`src/rtl/spq_pkg.sv`:
```
// ----------------------------------------------------------------------------
// Sorted priority queue package
// Shared types and constants for the cell chain and the top level.
// ----------------------------------------------------------------------------
package spq_pkg;

  localparam int Depth    = 16;
  localparam int KeyW     = 31;
  localparam int PayloadW = 64;
  localparam int CountW   = $clog2(Depth + 1);

  typedef enum logic [1:0] {
    CmdEnqueue = 2'd0,
    CmdDequeue = 2'd1,
    CmdClear   = 2'd2,
    CmdNop     = 2'd3
  } cmd_e;

  typedef enum logic [1:0] {
    StatusOk    = 2'd0,
    StatusEmpty = 2'd1,
    StatusFull  = 2'd2,
    StatusRsvd  = 2'd3
  } status_e;

  typedef struct packed {
    logic [1:0]          cmd;
    logic [KeyW-1:0]     key;
    logic [PayloadW-1:0] payload;
  } req_t;

  typedef struct packed {
    logic [1:0]          status;
    logic [KeyW-1:0]     out_key;
    logic [PayloadW-1:0] out_payload;
    logic [CountW-1:0]   count;
  } rsp_t;

  typedef struct packed {
    logic [KeyW-1:0]     key;
    logic [PayloadW-1:0] payload;
  } entry_t;

  // Broadcast control from the top level to every cell.
  typedef struct packed {
    logic   insert;
    logic   remove;
    entry_t new_entry;
  } cell_ctl_t;

endpackage

```
`src/rtl/spq_cell.sv`:
```
// ----------------------------------------------------------------------------
// Sorted priority queue cell
// Holds one entry; on insert keeps, takes the new entry or takes the left
// neighbor; on remove takes the right neighbor.
// ----------------------------------------------------------------------------
module spq_cell
  import spq_pkg::*;
(
  input  logic      clk_i,
  input  cell_ctl_t ctl_i,
  input  logic      occupied_i,
  input  logic      left_le_i,
  input  entry_t    left_entry_i,
  input  entry_t    right_entry_i,
  output entry_t    entry_o,
  output logic      le_o
);

  entry_t entry_q;
  entry_t entry_d;

  // Stored entry orders at or before the incoming key.
  assign le_o = occupied_i && (entry_q.key <= ctl_i.new_entry.key);

  always_comb begin
    entry_d = entry_q;
    if (ctl_i.insert) begin
      priority if (le_o) begin
        entry_d = entry_q;
      end else if (left_le_i) begin
        entry_d = ctl_i.new_entry;
      end else begin
        entry_d = left_entry_i;
      end
    end else if (ctl_i.remove) begin
      entry_d = right_entry_i;
    end
  end

  always_ff @(posedge clk_i) begin
    entry_q <= entry_d;
  end

  assign entry_o = entry_q;

endmodule

```
`src/rtl/sorted_priority_queue_top.sv`:
```
// ----------------------------------------------------------------------------
// Sorted priority queue top level
// Request register, count and response logic around a chain of cells.
// ----------------------------------------------------------------------------
// Usage: drive req_i with a command (enqueue, dequeue, clear) and raise
// start. The request is taken at a rising edge with start high and busy
// low. busy is high for one cycle after that while the cell chain acts on
// the request; in that same cycle the cells shift and the response is
// registered. The response shows on rsp_o for exactly one cycle, marked by
// done_o, which is registered from busy. It cannot be held off, so the
// receiver must take it in that cycle.
// A new request is taken only while busy is low, so one request is in
// flight at a time; this is set by the request register followed by the
// parallel compare and shift in the cells, and it does not depend on how
// many entries are held.
// Every response carries the entry count after the operation. A dequeue
// on an empty queue reports empty status; an enqueue on a full queue
// reports full status and leaves the queue unchanged.
// Reset empties the queue and drops any request in flight; the cells
// themselves are not cleared, only the count.
// ----------------------------------------------------------------------------
module sorted_priority_queue_top
  import spq_pkg::*;
(
  input  logic clk_i,
  input  logic rst_ni,
  input  logic start,
  output logic busy,
  input  req_t req_i,
  output logic done_o,
  output rsp_t rsp_o
);

  req_t              req_q;
  logic              req_valid_q;
  logic [CountW-1:0] count_q;
  logic [CountW-1:0] count_d;
  rsp_t              rsp_q;
  rsp_t              rsp_d;
  logic              done_q;

  logic      accept;
  logic      full;
  logic      empty;
  cell_ctl_t ctl;

  entry_t entries [Depth];
  logic   le      [Depth];

  assign accept = start && !busy;
  assign busy   = req_valid_q;
  assign full   = (count_q == CountW'(Depth));
  assign empty  = (count_q == '0);

  always_ff @(posedge clk_i or negedge rst_ni) begin
    if (!rst_ni) begin
      req_valid_q <= 1'b0;
      done_q      <= 1'b0;
      count_q     <= '0;
    end else begin
      req_valid_q <= accept;
      done_q      <= req_valid_q;
      count_q     <= count_d;
    end
  end

  // Hold the request for the cell cycle.
  always_ff @(posedge clk_i) begin
    if (accept) begin
      req_q <= req_i;
    end
    rsp_q <= rsp_d;
  end

  always_comb begin
    ctl.insert    = req_valid_q && (cmd_e'(req_q.cmd) == CmdEnqueue) && !full;
    ctl.remove    = req_valid_q && (cmd_e'(req_q.cmd) == CmdDequeue) && !empty;
    ctl.new_entry = '{key: req_q.key, payload: req_q.payload};
  end

  always_comb begin
    count_d = count_q;
    rsp_d   = '0;
    if (req_valid_q) begin
      unique case (cmd_e'(req_q.cmd))
        CmdEnqueue: begin
          if (full) begin
            rsp_d.status = StatusFull;
          end else begin
            count_d = count_q + CountW'(1);
          end
        end
        CmdDequeue: begin
          if (empty) begin
            rsp_d.status = StatusEmpty;
          end else begin
            count_d           = count_q - CountW'(1);
            rsp_d.out_key     = entries[0].key;
            rsp_d.out_payload = entries[0].payload;
          end
        end
        CmdClear: begin
          count_d = '0;
        end
        default: begin
          count_d = count_q;
        end
      endcase
      rsp_d.count = count_d;
    end
  end

  for (genvar i = 0; i < Depth; i++) begin : g_cell
    logic   occupied;
    logic   left_le;
    entry_t left_entry;
    entry_t right_entry;

    assign occupied = (CountW'(i) < count_q);

    if (i == 0) begin : g_head
      assign left_le    = 1'b1;
      assign left_entry = ctl.new_entry;
    end else begin : g_body
      assign left_le    = le[i-1];
      assign left_entry = entries[i-1];
    end

    if (i == Depth - 1) begin : g_tail
      assign right_entry = ctl.new_entry;
    end else begin : g_inner
      assign right_entry = entries[i+1];
    end

    spq_cell u_cell (
      .clk_i         (clk_i),
      .ctl_i         (ctl),
      .occupied_i    (occupied),
      .left_le_i     (left_le),
      .left_entry_i  (left_entry),
      .right_entry_i (right_entry),
      .entry_o       (entries[i]),
      .le_o          (le[i])
    );
  end

  assign done_o = done_q;
  assign rsp_o  = rsp_q;

  a_count_bound: assert property (@(posedge clk_i) disable iff (!rst_ni)
    count_q <= CountW'(Depth))
    else $error("entry count above depth");

  a_done_follows_req: assert property (@(posedge clk_i) disable iff (!rst_ni)
    req_valid_q |=> done_o)
    else $error("response missing after request");

  a_clear_empties: assert property (@(posedge clk_i) disable iff (!rst_ni)
    (req_valid_q && cmd_e'(req_q.cmd) == CmdClear) |=> (count_q == '0))
    else $error("clear left entries");

  a_done_count: assert property (@(posedge clk_i) disable iff (!rst_ni)
    done_o |-> (rsp_o.count == count_q))
    else $error("reported count differs from held count");

  a_no_insert_full: assert property (@(posedge clk_i) disable iff (!rst_ni)
    (ctl.insert || ctl.remove) |-> (full != ctl.insert || !ctl.insert)
      && !(ctl.insert && ctl.remove))
    else $error("cell chain control conflict");

endmodule

```
`config.mk`:
```
export PLATFORM = sky130hd
export DESIGN_NAME = sorted_priority_queue_top
export DESIGN_NICKNAME = d
export VERILOG_FILES = /design/src/rtl/spq_pkg.sv /design/src/rtl/spq_cell.sv /design/src/rtl/sorted_priority_queue_top.sv
export SDC_FILE = /design/constraint.sdc
export NUM_CORES = 2
export LEC_CHECK = 0
export BUFFER_PORTS_ARGS = -buffer_cell sky130_fd_sc_hd__buf_2
export CAP_MARGIN = 25
export CORE_AREA = 2 2 414 518
export CTS_CLUSTER_DIAMETER = 100
export DETAILED_ROUTE_END_ITERATION = 8
export DIE_AREA = 0 0 416 520
export PLACE_DENSITY_LB_ADDON = 0.3
export SLEW_MARGIN = 20
export SYNTH_ARGS = -nofsm -noshare
export SYNTH_HDL_FRONTEND = slang
export SYNTH_SLANG_ARGS = --single-unit
```
`constraint.sdc`:
```
create_clock -name clk_i -period 11.27 [get_ports clk_i]
set_input_delay 0 -clock clk_i [delete_from_list [all_inputs] [get_ports clk_i]]
set_output_delay 0 -clock clk_i [all_outputs]
set_load 0.005 [all_outputs]
```
==> load_flow_metrics.sql <==
INSERT INTO impl_metrics (metric_group, metric, value, unit) VALUES
('yosys', 'synth_top_cell_area_share', '0.513', ''),
('clocking', 'cts_sinks', '1726', ''),
('setup_path', 'critPathRequiredTime', '11.73', 'ns'),
('setup_path', 'cp-start-kind', 'flop', ''),
('global_route', 'via_count_of_the_first_global_routing_pass', '68500', ''),
('setup_path', 'worst_setup_ep_type', 'flop', ''),
('yosys', 'yosys_register_bits', '1726', ''),
('drt', 'remaining_drc_errors', '0', ''),
('clocking', 'clock-root-buffer', 'sky130_fd_sc_hd__clkbuf_16', ''),
('yosys', 'syn-mean-instance-area', '11.2', 'sq um'),
('yosys', 'yosysMostFrequentCell', 'sky130_fd_sc_hd__edfxtp_1', ''),
('yosys', 'synth-edff-count', '1617', ''),
('die', 'io_pins', '204', ''),
('setup_path', 'slowest_delay', '0.79', 'ns'),
('layout', 'layout.filler_cells', '18700', ''),
('drt', 'detail-route-antenna-nets', '0', ''),
('sta', 'timing_worst_slew_pin_value', '1.19', 'ns'),
('yosys', 'synth_common_cells', 'sky130_fd_sc_hd__edfxtp_1, sky130_fd_sc_hd__nand2_1, sky130_fd_sc_hd__mux2i_1', ''),
('setup_path', 'timing.critical_path.arrival', '6.81', 'ns'),
('global_route', 'grt.total_usage', '0.276', ''),
('layout', 'ff_latch_area', '50800', 'sq um'),
('sta', 'setup-tns-final', '0', 'ns'),
('placed_design', 'dpl_worst_slack', '5.04', 'ns'),
('worst_hold_path', 'hold_path.class', 'input port to flop', ''),
('layout', 'finalNetCount', '9020', ''),
('clocking', 'max-clock-path-buffers', '3', ''),
('yosys', 'synth_fp_nets', '9055', ''),
('global_route', 'antenna_found_initial', '9', ''),
('sta', 'timing_max_transition_violations_final', '0', ''),
('drt', 'detailedRoute.firstIterationViolations', '8032', ''),
('layout', 'multi_input_area', '39700', 'sq um'),
('setup_path', 'timing.critical_path.slowest_stage_cell', 'sky130_fd_sc_hd__nand2b_4', ''),
('yosys', 'syn_inst', '8456', ''),
('sta', 'post-route-worst-setup-slack', '4.93', 'ns'),
('layout', 'layout-drive-gt1-share', '0.0889', ''),
('yosys', 'syn-cell-area', '94700', 'sq um'),
('clocking', 'cts-buffers-inserted', '182', ''),
('sta', 'max_clock_freq', '158', 'MHz'),
('status', 'status', 'finished clean', ''),
('drt', 'wl_per_instance', '27.0', 'um'),
('drt', 'dr.pass1.iters', '6', ''),
('clocking', 'clock_network_latency_to_the_later_pin_of_the_worst_skew_pair', '0.86', 'ns'),
('layout', 'synthesis_to_finish_area_growth', '10.9', '%'),
('run', 'cap_viol_max_count', '0', ''),
('setup_path', 'critical-path-top-cell-by-count', 'sky130_fd_sc_hd__buf_4', ''),
('layout', 'layout.cells.non_filler', '11300', ''),
('yosys', 'synth_top_area_cell', 'sky130_fd_sc_hd__edfxtp_1', ''),
('setup_path', 'critical_path_class', 'flop to flop', ''),
('sta', 'finalHoldViolations', '0', ''),
('die', 'core-area', '212000', 'sq um'),
('yosys', 'asyncSetResetFlopFracSynth', '0.00406', ''),
('yosys', 'netlist_top_cells_area', 'sky130_fd_sc_hd__edfxtp_1, sky130_fd_sc_hd__mux2i_1, sky130_fd_sc_hd__ha_1', ''),
('die', 'die_width', '416', 'um'),
('sta', 'timing.slew.headroom', '0.209', ''),
('yosys', 'synth.distinct_cells', '71', ''),
('drt', 'drt_wl_total', '306', 'mm'),
('power', 'power_density', '175', 'nW/um^2'),
('clocking', 'cts_tree', 'done', ''),
('clocking', 'clkSlewWorstSetupHoldPaths', '0.06', 'ns'),
('global_route', 'grt_max_degree', '259', ''),
('die', 'floorplan.die.height', '520', 'um'),
('die', 'floorplan_row_count', '189', ''),
('die', 'effective_utilization_at_floorplan', '0.447', ''),
('yosys', 'synth_seq_area_share', '0.536', ''),
('placed_design', 'place.detailed.instances', '10800', ''),
('yosys', 'postSynth.topFlopCell', 'sky130_fd_sc_hd__edfxtp_1', ''),
('power', 'power.static_leakage', '39.1', 'nW'),
('drt', 'post_drt_via_cell_ratio', '6.18', ''),
('clocking', 'deepest_level_of_the_cts_h_tree', '4', ''),
('setup_path', 'crit_path_max_fanout', '40', ''),
('die', 'die-area', '216000', 'sq um');
routing by layer:
metal  part of all wire  track usage  vias to the layer above
met5           0.000042            0                        -
met4              0.043        0.117                        2
met3              0.083       0.0397                      664
met2               0.47        0.451                     3533
met1               0.40        0.367                    34600
li1                   -            -                    31400
through the flow:
stage | utilization | total power, mW | hold WS, ns
after floorplan | - | 11.0 | -0.296
after global placement | 0.458 | 12.0 | -0.143
after detailed placement | 0.458 | 12.1 | -0.146
after CTS | 0.496 | 18.3 | 0.00263
after global routing | 0.496 | 18.9 | 0.0344
final | 0.496 | 18.3 | 0.0456
power by group:
group | internal [mW] | switching (mW) | total (mW)
clock network | 3.61 | 2.64 | 6.25
logic | 1.38 | 2.47 | 3.84
registers | 7.81 | 0.444 | 8.25
total | 12.8 | 5.55 | 18.3
critical path: cells and delay by family (launching register included):
family / cells / cell delay, ns
adder cells (fa/ha/maj): 1 / 0.47
buffers and inverters: 3 / 1.85
AO/OA/AOI/OAI: 2 / 0.42
flip-flops: 1 / 0.71
AND/OR/NAND/NOR: 5 / 2.35
placed cells by master, fill, tap and decap left out, types with 102 or more instances in the layout:
master                          instances
sky130_fd_sc_hd__nor2_1               348
sky130_fd_sc_hd__buf_4                109
sky130_fd_sc_hd__a21oi_1              463
sky130_fd_sc_hd__clkbuf_16            190
sky130_fd_sc_hd__nor2b_1              202
sky130_fd_sc_hd__buf_2                203
sky130_fd_sc_hd__o21ai_0              663
sky130_fd_sc_hd__inv_1                176
sky130_fd_sc_hd__edfxtp_1            1617
sky130_fd_sc_hd__ha_1                 499
sky130_fd_sc_hd__nand2_1             1271
sky130_fd_sc_hd__o21ai_1              323
sky130_fd_sc_hd__dlygate4sd3_1        191
sky130_fd_sc_hd__mux2i_1              981
sky130_fd_sc_hd__dfxtp_1              102
sky130_fd_sc_hd__nand3_1              128
sky130_fd_sc_hd__a221o_1              287
path summary, 6_finish.rpt:
kind / start / to / slack [ns] / cells past startpoint
worst max-delay path: ctl[90]$_DFFE_PP_ / g_cell[2].u_cell.entry_o[39]$_DFFE_PP_ / 4.93 / 11
worst min register to register: g_cell[0].u_cell.entry_o[14]$_DFFE_PP_ / rsp_o[19]$_SDFF_PN0_ / 0.52 / 2
min in group asynchronous: rst_ni / count_q[2]$_DFFE_PN0P_ / 0.14 / 3
worst max register to register: ctl[90]$_DFFE_PP_ / g_cell[2].u_cell.entry_o[39]$_DFFE_PP_ / 4.93 / 11
worst min-delay path: req_i[44] / ctl[44]$_DFFE_PP_ / 0.05 / 2
max in group asynchronous: rst_ni / count_q[4]$_DFFE_PN0P_ / 10.86 / 3
logic make-up after synthesis:
group,Yosys count,synth area share
AOI/OAI and AO/OA,2083,0.137
adders and majority gates,499,0.0659
buffers and inverters,925,0.0482
DFF,1726,0.536
muxes,1076,0.115
and+or+nand+nor,2147,0.0982
layout make-up:
class                   instances  share of cell area
well taps                    2769              0.0330
inverters                     176             0.00629
multi-input cells            5805               0.378
repair buffers                530              0.0408
flip-flops and latches       1726               0.483
clock buffers                 275              0.0519
clock inverters                66             0.00654
state kept, by name (all words and copies together), names as in the netlist:
| register | cells |
|---|---|
| g_cell.u_cell.entry_o | 1520 |
| busy | 1 |
| ctl | 95 |
| req_q | 2 |
| done_o | 1 |
| count_q | 5 |
| rsp_o | 102 |
timing repair:
| action | 4_1_cts | 5_1_grt |
|---|---|---|
| endpoints found under the hold margin | 119 | 0 |
| hold buffers | 191 | 0 |
| buffers inserted | 0 | 0 |
Note: power is estimated with default switching activity, not from simulation.
